[src/design/swss_pkg.sv]
// Shared constants, codes and control types of the segmenting sender.
`timescale 1ns / 1ps

package swss_pkg;

    localparam int MAX_PAYLOAD = 32;
    localparam int STORE_DEPTH = 32;
    localparam int PKT_CAP = (MAX_PAYLOAD > STORE_DEPTH) ? STORE_DEPTH :
                             ((MAX_PAYLOAD < 1) ? 1 : MAX_PAYLOAD);

    localparam int BYTE_W = 8;
    localparam int LEN_W  = 6;
    localparam int IDX_W  = 5;
    localparam int SUM_W  = 13;

    localparam logic FUNC_BYTE = 1'b0;
    localparam logic FUNC_RESP = 1'b1;

    localparam logic KIND_SENT = 1'b0;
    localparam logic KIND_BUSY = 1'b1;

    // Commands from the controller to the datapath.
    typedef struct packed {
        logic store_byte;
        logic start_send;
        logic clear_pkt;
        logic issue;
        logic refuse;
    } dp_cmd_t;

    // Status from the datapath to the controller.
    typedef struct packed {
        logic cap_hit;
        logic rd_room;
        logic send_last;
        logic rd_busy;
        logic out_free;
    } dp_status_t;

endpackage

[src/design/swss_ifs.sv]
// Valid/ready channel interfaces for input items and result items.
`timescale 1ns / 1ps

interface swss_in_if;
    logic                        valid;
    logic                        ready;
    logic                        func;
    logic [swss_pkg::BYTE_W-1:0] data_byte;
    logic                        message_end;
    logic                        response_nack;

    modport source (output valid, func, data_byte, message_end, response_nack,
                    input ready);
    modport sink (input valid, func, data_byte, message_end, response_nack,
                  output ready);
endinterface

interface swss_out_if;
    logic                              valid;
    logic                              ready;
    logic                              kind;
    logic                              packet_type;
    logic [swss_pkg::LEN_W-1:0]        packet_length;
    logic signed [swss_pkg::SUM_W-1:0] packet_checksum;
    logic [swss_pkg::IDX_W-1:0]        byte_index;
    logic [swss_pkg::BYTE_W-1:0]       payload_byte;
    logic                              run_last;

    modport source (output valid, kind, packet_type, packet_length, packet_checksum,
                    byte_index, payload_byte, run_last,
                    input ready);
    modport sink (input valid, kind, packet_type, packet_length, packet_checksum,
                  byte_index, payload_byte, run_last,
                  output ready);
endinterface

[src/design/swss_datapath.sv]
// Packet store, checksum, send sequencer and output register of the sender.
`timescale 1ns / 1ps

module swss_datapath (
    input  logic                        clk,
    input  logic                        rst_n,
    input  swss_pkg::dp_cmd_t           cmd,
    output swss_pkg::dp_status_t        status,
    input  logic [swss_pkg::BYTE_W-1:0] data_byte,
    input  logic                        message_end,
    swss_out_if.source                  out_ch
);

    logic [swss_pkg::BYTE_W-1:0] store_mem [swss_pkg::STORE_DEPTH];

    logic [swss_pkg::LEN_W-1:0]        fill_reg, fill_next;
    logic signed [swss_pkg::SUM_W-1:0] sum_reg, sum_next;
    logic                              held_type_reg, held_type_next;
    logic [swss_pkg::LEN_W-1:0]        held_len_reg, held_len_next;
    logic [swss_pkg::IDX_W-1:0]        idx_reg, idx_next;

    // Read stage: one memory word in flight toward the output register.
    logic                        rd_valid_reg, rd_valid_next;
    logic [swss_pkg::BYTE_W-1:0] rd_data_reg;
    logic [swss_pkg::IDX_W-1:0]  rd_idx_reg;
    logic                        rd_last_reg;

    logic                              out_valid_reg, out_valid_next;
    logic                              out_kind_reg;
    logic                              out_type_reg;
    logic [swss_pkg::LEN_W-1:0]        out_len_reg;
    logic signed [swss_pkg::SUM_W-1:0] out_sum_reg;
    logic [swss_pkg::IDX_W-1:0]        out_idx_reg;
    logic [swss_pkg::BYTE_W-1:0]       out_byte_reg;
    logic                              out_last_reg;

    logic [swss_pkg::LEN_W-1:0] fill_inc;
    logic                       out_free;
    logic                       rd_to_out;
    logic                       send_last;

    assign fill_inc  = fill_reg + swss_pkg::LEN_W'(1);
    assign out_free  = !out_valid_reg || out_ch.ready;
    assign rd_to_out = rd_valid_reg && out_free;
    assign send_last = (swss_pkg::LEN_W'(idx_reg) + swss_pkg::LEN_W'(1)) == held_len_reg;

    assign status.cap_hit   = (fill_inc >= swss_pkg::LEN_W'(swss_pkg::PKT_CAP)) || message_end;
    assign status.rd_room   = !rd_valid_reg || rd_to_out;
    assign status.send_last = send_last;
    assign status.rd_busy   = rd_valid_reg && !out_free;
    assign status.out_free  = out_free;

    always_comb
    begin
        fill_next      = fill_reg;
        sum_next       = sum_reg;
        held_type_next = held_type_reg;
        held_len_next  = held_len_reg;
        idx_next       = idx_reg;
        if (cmd.store_byte)
        begin
            fill_next = fill_inc;
            sum_next  = sum_reg + swss_pkg::SUM_W'($signed(data_byte));
            if (status.cap_hit)
            begin
                held_type_next = message_end;
                held_len_next  = fill_inc;
            end
        end
        if (cmd.clear_pkt)
        begin
            fill_next = '0;
            sum_next  = '0;
        end
        if (cmd.start_send)
        begin
            idx_next = '0;
        end
        else if (cmd.issue)
        begin
            idx_next = idx_reg + swss_pkg::IDX_W'(1);
        end
    end

    always_comb
    begin
        rd_valid_next = rd_valid_reg;
        if (cmd.issue)
        begin
            rd_valid_next = 1'b1;
        end
        else if (rd_to_out)
        begin
            rd_valid_next = 1'b0;
        end

        out_valid_next = out_valid_reg;
        if (rd_to_out || cmd.refuse)
        begin
            out_valid_next = 1'b1;
        end
        else if (out_ch.ready)
        begin
            out_valid_next = 1'b0;
        end
    end

    always_ff @(posedge clk or negedge rst_n)
    begin
        if (!rst_n)
        begin
            fill_reg      <= '0;
            sum_reg       <= '0;
            held_type_reg <= 1'b0;
            held_len_reg  <= '0;
            idx_reg       <= '0;
            rd_valid_reg  <= 1'b0;
            out_valid_reg <= 1'b0;
        end
        else
        begin
            fill_reg      <= fill_next;
            sum_reg       <= sum_next;
            held_type_reg <= held_type_next;
            held_len_reg  <= held_len_next;
            idx_reg       <= idx_next;
            rd_valid_reg  <= rd_valid_next;
            out_valid_reg <= out_valid_next;
        end
    end

    // Single-port style store: one write and one registered read per cycle.
    always_ff @(posedge clk)
    begin
        if (cmd.store_byte)
        begin
            store_mem[fill_reg[swss_pkg::IDX_W-1:0]] <= data_byte;
        end
        if (cmd.issue)
        begin
            rd_data_reg <= store_mem[idx_reg];
            rd_idx_reg  <= idx_reg;
            rd_last_reg <= send_last;
        end
    end

    always_ff @(posedge clk)
    begin
        if (rd_to_out)
        begin
            out_kind_reg <= swss_pkg::KIND_SENT;
            out_type_reg <= held_type_reg;
            out_len_reg  <= held_len_reg;
            out_sum_reg  <= sum_reg;
            out_idx_reg  <= rd_idx_reg;
            out_byte_reg <= rd_data_reg;
            out_last_reg <= rd_last_reg;
        end
        else if (cmd.refuse)
        begin
            out_kind_reg <= swss_pkg::KIND_BUSY;
            out_type_reg <= 1'b0;
            out_len_reg  <= '0;
            out_sum_reg  <= '0;
            out_idx_reg  <= '0;
            out_byte_reg <= '0;
            out_last_reg <= 1'b1;
        end
    end

    assign out_ch.valid           = out_valid_reg;
    assign out_ch.kind            = out_kind_reg;
    assign out_ch.packet_type     = out_type_reg;
    assign out_ch.packet_length   = out_len_reg;
    assign out_ch.packet_checksum = out_sum_reg;
    assign out_ch.byte_index      = out_idx_reg;
    assign out_ch.payload_byte    = out_byte_reg;
    assign out_ch.run_last        = out_last_reg;

endmodule

[src/design/swss_controller.sv]
// Controller state machine: gathers bytes, runs sends and handles responses.
`timescale 1ns / 1ps

module swss_controller (
    input  logic                 clk,
    input  logic                 rst_n,
    swss_in_if.sink              in_ch,
    input  swss_pkg::dp_status_t status,
    output swss_pkg::dp_cmd_t    cmd
);

    typedef enum logic [3:0] {
        ST_IDLE  = 4'b0001,
        ST_SEND  = 4'b0010,
        ST_DRAIN = 4'b0100,
        ST_WAIT  = 4'b1000
    } state_t;

    state_t state_reg, state_next;
    logic   ready;
    logic   accept;

    // Input is open while gathering, and while waiting if the output register has room.
    assign ready       = (state_reg == ST_IDLE) || ((state_reg == ST_WAIT) && status.out_free);
    assign in_ch.ready = ready;
    assign accept      = in_ch.valid && ready;

    always_comb
    begin
        state_next = state_reg;
        cmd        = '0;
        case (state_reg)
            ST_IDLE:
            begin
                // A response with nothing outstanding is simply dropped.
                if (accept && in_ch.func == swss_pkg::FUNC_BYTE)
                begin
                    cmd.store_byte = 1'b1;
                    if (status.cap_hit)
                    begin
                        cmd.start_send = 1'b1;
                        state_next     = ST_SEND;
                    end
                end
            end
            ST_SEND:
            begin
                cmd.issue = status.rd_room;
                if (status.rd_room && status.send_last)
                begin
                    state_next = ST_DRAIN;
                end
            end
            ST_DRAIN:
            begin
                if (!status.rd_busy)
                begin
                    state_next = ST_WAIT;
                end
            end
            ST_WAIT:
            begin
                if (accept)
                begin
                    if (in_ch.func == swss_pkg::FUNC_BYTE)
                    begin
                        cmd.refuse = 1'b1;
                    end
                    else if (in_ch.response_nack)
                    begin
                        cmd.start_send = 1'b1;
                        state_next     = ST_SEND;
                    end
                    else
                    begin
                        cmd.clear_pkt = 1'b1;
                        state_next    = ST_IDLE;
                    end
                end
            end
            default:
            begin
                state_next = ST_IDLE;
            end
        endcase
    end

    always_ff @(posedge clk or negedge rst_n)
    begin
        if (!rst_n)
        begin
            state_reg <= ST_IDLE;
        end
        else
        begin
            state_reg <= state_next;
        end
    end

endmodule

[src/design/stop_and_wait_segmenting_sender.sv]
// Stop-and-wait segmenting sender: top level joining controller and datapath.
//
// in_ch carries items: a message byte (func 0, with message_end) or a peer
// response (func 1, response_nack). out_ch carries one result per packet byte
// sent, or one busy result for a byte refused while a packet is outstanding.
// Message bytes are taken one per cycle while no packet is outstanding and
// produce no result until the packet fills or the message ends.
// While a send runs, in_ch.ready is held low: the packet store has one
// registered read port, so one byte is read per cycle while the read stage has
// room, and each byte passes through the read register and the output register.
// After a send the block takes responses and bytes one per cycle while out_ch
// has room: an ACK frees it, a NACK resends the held packet, a byte gets a
// busy result in the next cycle.
// A result waits in an output register while out_ch.ready is low; the send
// pauses and input is held off only when that register cannot be emptied.
// Reset (rst_n low, asynchronous) empties the block: no packet outstanding,
// byte count and checksum zero, no result pending.
`timescale 1ns / 1ps

module stop_and_wait_segmenting_sender (
    input logic        clk,
    input logic        rst_n,
    swss_in_if.sink    in_ch,
    swss_out_if.source out_ch
);

    swss_pkg::dp_cmd_t    cmd;
    swss_pkg::dp_status_t status;

    swss_controller u_ctrl (
        .clk    (clk),
        .rst_n  (rst_n),
        .in_ch  (in_ch),
        .status (status),
        .cmd    (cmd)
    );

    swss_datapath u_dp (
        .clk         (clk),
        .rst_n       (rst_n),
        .cmd         (cmd),
        .status      (status),
        .data_byte   (in_ch.data_byte),
        .message_end (in_ch.message_end),
        .out_ch      (out_ch)
    );

endmodule

[src/flat_wrapper.sv]
// flat-port wrapper written by rule: the top's interface ports become plain ports
module stop_and_wait_segmenting_sender_flat 
  (clk, rst_n, in_ch_valid, in_ch_func, in_ch_data_byte, in_ch_message_end, in_ch_response_nack, in_ch_ready, out_ch_valid, out_ch_kind, out_ch_packet_type, out_ch_packet_length, out_ch_packet_checksum, out_ch_byte_index, out_ch_payload_byte, out_ch_run_last, out_ch_ready);
  swss_in_if in_ch_i ();
  swss_out_if out_ch_i ();
  input logic clk;
  input logic rst_n;
  input wire logic [$bits(in_ch_i.valid)-1:0] in_ch_valid;
  input wire logic [$bits(in_ch_i.func)-1:0] in_ch_func;
  input wire logic [$bits(in_ch_i.data_byte)-1:0] in_ch_data_byte;
  input wire logic [$bits(in_ch_i.message_end)-1:0] in_ch_message_end;
  input wire logic [$bits(in_ch_i.response_nack)-1:0] in_ch_response_nack;
  output wire logic [$bits(in_ch_i.ready)-1:0] in_ch_ready;
  output wire logic [$bits(out_ch_i.valid)-1:0] out_ch_valid;
  output wire logic [$bits(out_ch_i.kind)-1:0] out_ch_kind;
  output wire logic [$bits(out_ch_i.packet_type)-1:0] out_ch_packet_type;
  output wire logic [$bits(out_ch_i.packet_length)-1:0] out_ch_packet_length;
  output wire logic [$bits(out_ch_i.packet_checksum)-1:0] out_ch_packet_checksum;
  output wire logic [$bits(out_ch_i.byte_index)-1:0] out_ch_byte_index;
  output wire logic [$bits(out_ch_i.payload_byte)-1:0] out_ch_payload_byte;
  output wire logic [$bits(out_ch_i.run_last)-1:0] out_ch_run_last;
  input wire logic [$bits(out_ch_i.ready)-1:0] out_ch_ready;
  assign in_ch_i.valid = in_ch_valid;
  assign in_ch_i.func = in_ch_func;
  assign in_ch_i.data_byte = in_ch_data_byte;
  assign in_ch_i.message_end = in_ch_message_end;
  assign in_ch_i.response_nack = in_ch_response_nack;
  assign in_ch_ready = in_ch_i.ready;
  assign out_ch_valid = out_ch_i.valid;
  assign out_ch_kind = out_ch_i.kind;
  assign out_ch_packet_type = out_ch_i.packet_type;
  assign out_ch_packet_length = out_ch_i.packet_length;
  assign out_ch_packet_checksum = out_ch_i.packet_checksum;
  assign out_ch_byte_index = out_ch_i.byte_index;
  assign out_ch_payload_byte = out_ch_i.payload_byte;
  assign out_ch_run_last = out_ch_i.run_last;
  assign out_ch_i.ready = out_ch_ready;
  stop_and_wait_segmenting_sender u_core (.clk(clk), .rst_n(rst_n), .in_ch(in_ch_i), .out_ch(out_ch_i));
endmodule
[config.mk]
export PLATFORM = sky130hd
export DESIGN_NAME = stop_and_wait_segmenting_sender_flat
export DESIGN_NICKNAME = d
export VERILOG_FILES = /design/src/design/swss_pkg.sv /design/src/design/swss_ifs.sv /design/src/design/swss_datapath.sv /design/src/design/swss_controller.sv /design/src/design/stop_and_wait_segmenting_sender.sv /design/src/flat_wrapper.sv
export SDC_FILE = /design/constraint.sdc
export NUM_CORES = 1
export LEC_CHECK = 0
export BUFFER_PORTS_ARGS = -buffer_cell sky130_fd_sc_hd__buf_2
export CELL_PAD_IN_SITES_DETAIL_PLACEMENT = 1
export CELL_PAD_IN_SITES_GLOBAL_PLACEMENT = 2
export CORE_MARGIN = 4
export CORE_UTILIZATION = 35
export DETAILED_ROUTE_END_ITERATION = 6
export GPL_TIMING_DRIVEN = 0
export PLACE_DENSITY_LB_ADDON = 0.15
export SLEW_MARGIN = 20
export SYNTH_ARGS = -nofsm -noshare
export SYNTH_HDL_FRONTEND = slang
export SYNTH_SLANG_ARGS = --single-unit
[constraint.sdc]
create_clock -name clk -period 2.4 [get_ports clk]
set_clock_uncertainty 0.05 [all_clocks]
set_input_delay 0.24 -clock clk [delete_from_list [all_inputs] [get_ports clk]]
set_output_delay 0.24 -clock clk [all_outputs]
set_load 0.05 [all_outputs]
==> impl_metrics.csv <==
group,metric,value,unit
outcome,status,"finished, final reports clean",
yosys,synth_nets,897,
die,fp.coreArea,0.03991,sq mm
final_layout,fillers,3903,
detailed_routing,antenna_left,0,
detailed_routing,first_pass_iters,5,
sta,finalCritPeriodShare,96.94,%
detailed_routing,routed_via_density,5.194,
grt,grt_pass1_wl,55810,um
yosys,synth_edf_count,304,
critical_path,crit_buf_inv,1,
grt,grt_util_all_layers,17.01,%
cts,htreeDepth,2,
die,die_w,209.6,um
detailed_routing,drt_wl_total,37040,um
die,fp.dieH,209.6,um
flow_run,max_cap_viol_count,0,
critical_path,worstReg2RegEnd,"u_core.u_dp.rd_data_reg[7]",
critical_path,crit_chain,"buf_6 -> mux4_2 -> mux2_2 -> o221ai_1 -> o21ai_1",
critical_path,r2r_slack,0.07,ns
sta,slew_viol_final,0,
yosys,yosysMostFrequentCell,"edfxtp_1",
final_layout,largest_reg_flops,256,
critical_path,slowest_stage,"mux4_2",
critical_path,cpLargestDelayFamily,"multiplexers",
detailed_routing,wire_per_inst,23.96,um
cts,cts_sinks,342,
yosys,yosysSeqAreaShare,70.86,%
final_layout,drive_gt1_share,28.31,%
sta,finalSetupViolations,0,
yosys,netlist_area,0.01422,sq mm
power_and_ir_drop,power.total,0.01802,W
place,portBuffers,51,
yosys,netlist.area_leader.share,64.20,%
critical_path,reg2reg_depth,5,
critical_path,arrival,2.53,ns
place,place_inst,1440,
yosys,ys_warn_count,0,
critical_path,slowest_delay,0.58,ns
critical_path,start_kind,"flop",
power_and_ir_drop,power_density,1039,mW/mm^2
critical_path,required,2.60,ns
cts,cts-root-buf,"clkbuf_16",
final_layout,n_antenna_cell,0,
critical_path,crit_type,"reg -> reg",
detailed_routing,drcViolationCount,0,
sta,timing.fmax,429.8,MHz
grt,grt_pass1_vias,8522,
sta,worst_pin_slew,0.9515,ns
hold_path,min_from,"in_ch_response_nack",
yosys,async_reset_ff_share,10.82,%
grt,antenna_found_initial,0,
final_layout,nets,1026,
yosys,yosys-top-cells-count,"edfxtp_1 (304), nor2_1 (53), nand2_1 (51), mux2i_1 (49)",
die,rows,73,
cts,clkLatencyLatePin,0.55,ns
sta,hold_ws,0.07003,ns
yosys,ys_types,61,
yosys,synth_seq_cells,342,
hold_path,min_path_cells,4,
sta,fin_ws,0.07353,ns
yosys,synthTopCellsByArea,"edfxtp_1 (64%), dfrtp_1 (6.3%), mux4_2 (6.3%), mux2i_1 (3.4%), o221ai_1 (2.5%)",
cts,ctsLongestPathBuffers,3,
detailed_routing,vias,8030,
grt,grt_remaining_overflow,0,
power_and_ir_drop,irDropWorstVdd,0.4810,mV
final_layout,area_growth_syn_to_layout,21.99,%
power_and_ir_drop,power_leakage,5.940,nW
hold_path,min_to,"u_core.u_ctrl.state_reg[0]",
place,gp_congestion,0.7961,
sta,rsz0062_at_grt,"true",
sta,period_minus_slack,2.326,ns
die,io_pins,52,
yosys,netlist_instances,864,
die,start_util,35.63,%
yosys,avgSynthCellArea,16.46,sq um
place,hpwl,23610,um
cts,cts.clk_slew.worst_paths,0.06,ns
sta,slew_headroom,36.57,%
critical_path,critPathMaxFanout,10,
cts,cts_tree,"done",
sta,hold_viol,0,
die,fp.dieArea,0.04392,sq mm
critical_path,worstSetupEndpointType,"flop",
place,place_ws,-0.9166,ns
yosys,synth_ff_type,"edfxtp_1",
grt,grt_max_degree,43,
cts,cts_buffers,38,
detailed_routing,drtIter0Drc,506,
final_layout,final_util,43.46,%
critical_path,r2r_start,"u_core.u_dp.idx_reg[0]",
hold_path,hold_class,"in -> reg",
final_layout,layout.cells.non_filler,1546,
yosys,synth_top_area_cell,"edfxtp_1",
==> cells by family after synthesis <==
family	after synthesis	synth area share (%)
DFF	342	70.86
and+or+nand+nor	209	7.532
AOI/OAI and AO/OA	118	6.036
muxes	100	10.68
buffers and inverters	58	2.085
xor gates and xnor gates	19	1.170
adders and majority gates	18	1.637
==> worst reg2reg max path, stage by stage (launching register included) <==
cell      delay (ns)
dfrtp_2         0.43
buf_6           0.22
mux4_2          0.59
mux2_2          0.32
o221ai_1        0.25
o21ai_1         0.18
==> what timing repair did <==
item                                   CTS  global route
buffers inserted                        30             7
hold buffers                             2             0
setup endpoints to repair              302           173
resized for setup                      118            32
pin swaps                               28            12
endpoints found under the hold margin   38             0
gates cloned                             1             0
==> layout make-up <==
type | count | area (sq um) | area share [%]
repair buffers | 90 | 785.8 | 4.530
plain buffers | 43 | 322.8 | 1.861
clock inverters | 14 | 146.4 | 0.8439
inverters | 13 | 48.80 | 0.2813
clock buffers | 54 | 1011 | 5.828
well taps | 525 | 656.9 | 3.787
flip-flops and latches | 342 | 10080 | 58.11
multi-input cells | 465 | 4295 | 24.76
==> how the worst max path moves through the flow <==
stage               cells past startpoint                       start  slack, ns                            to
finish                                  5      u_core.u_dp.idx_reg[0]       0.07    u_core.u_dp.rd_data_reg[7]
global route                            7  u_core.u_ctrl.state_reg[0]      -0.02   u_core.u_dp.store_mem[6][4]
CTS                                     5      u_core.u_dp.idx_reg[0]       0.02    u_core.u_dp.rd_data_reg[7]
detailed placement                      7  u_core.u_ctrl.state_reg[0]      -0.92  u_core.u_dp.store_mem[26][6]
global placement                        7  u_core.u_ctrl.state_reg[0]      -0.94  u_core.u_dp.store_mem[14][3]
floorplan                               7  u_core.u_ctrl.state_reg[0]      -0.02  u_core.u_dp.store_mem[10][0]
==> layout by cell type, fill, tap and decap left out, drive strengths merged, types with 6 or more instances in the layout <==
master  instances
edfxtp        304
buf           108
clkbuf         77
nor2           53
nand2          51
mux2i          49
mux4           40
o221ai         40
dfrtp          36
and3           35
o21ai          34
ha             17
nor2b          15
nand3          13
a21oi          13
inv            12
clkinv         12
xor2           11
mux2           11
nand2b          9
xnor2           8
a21o            6
==> layer usage <==
metal | track usage, % | wire length, um
met2 | 25.81 | 16790
met4 | 4.995 | 947
met3 | 3.049 | 1676
met1 | 25.21 | 17630
met5 | 0 | 0
==> per-stage QoR <==
stage | setup TNS, ns | cell area, sq um
after floorplan | -0.9363 | 14220
after global placement | -207.48 | 15130
after detailed placement | -205.30 | 15140
after CTS | 0 | 17190
after global routing | -0.1387 | 17350
final | 0 | 17350
==> power breakdown <==
group	internal (W)	switching, W	total, W
Clock	0.00325	0.00230	0.00555
Combinational	0.00214	0.00312	0.00526
Sequential	0.00692	0.000296	0.00721
(Power assumes the default switching activity.)
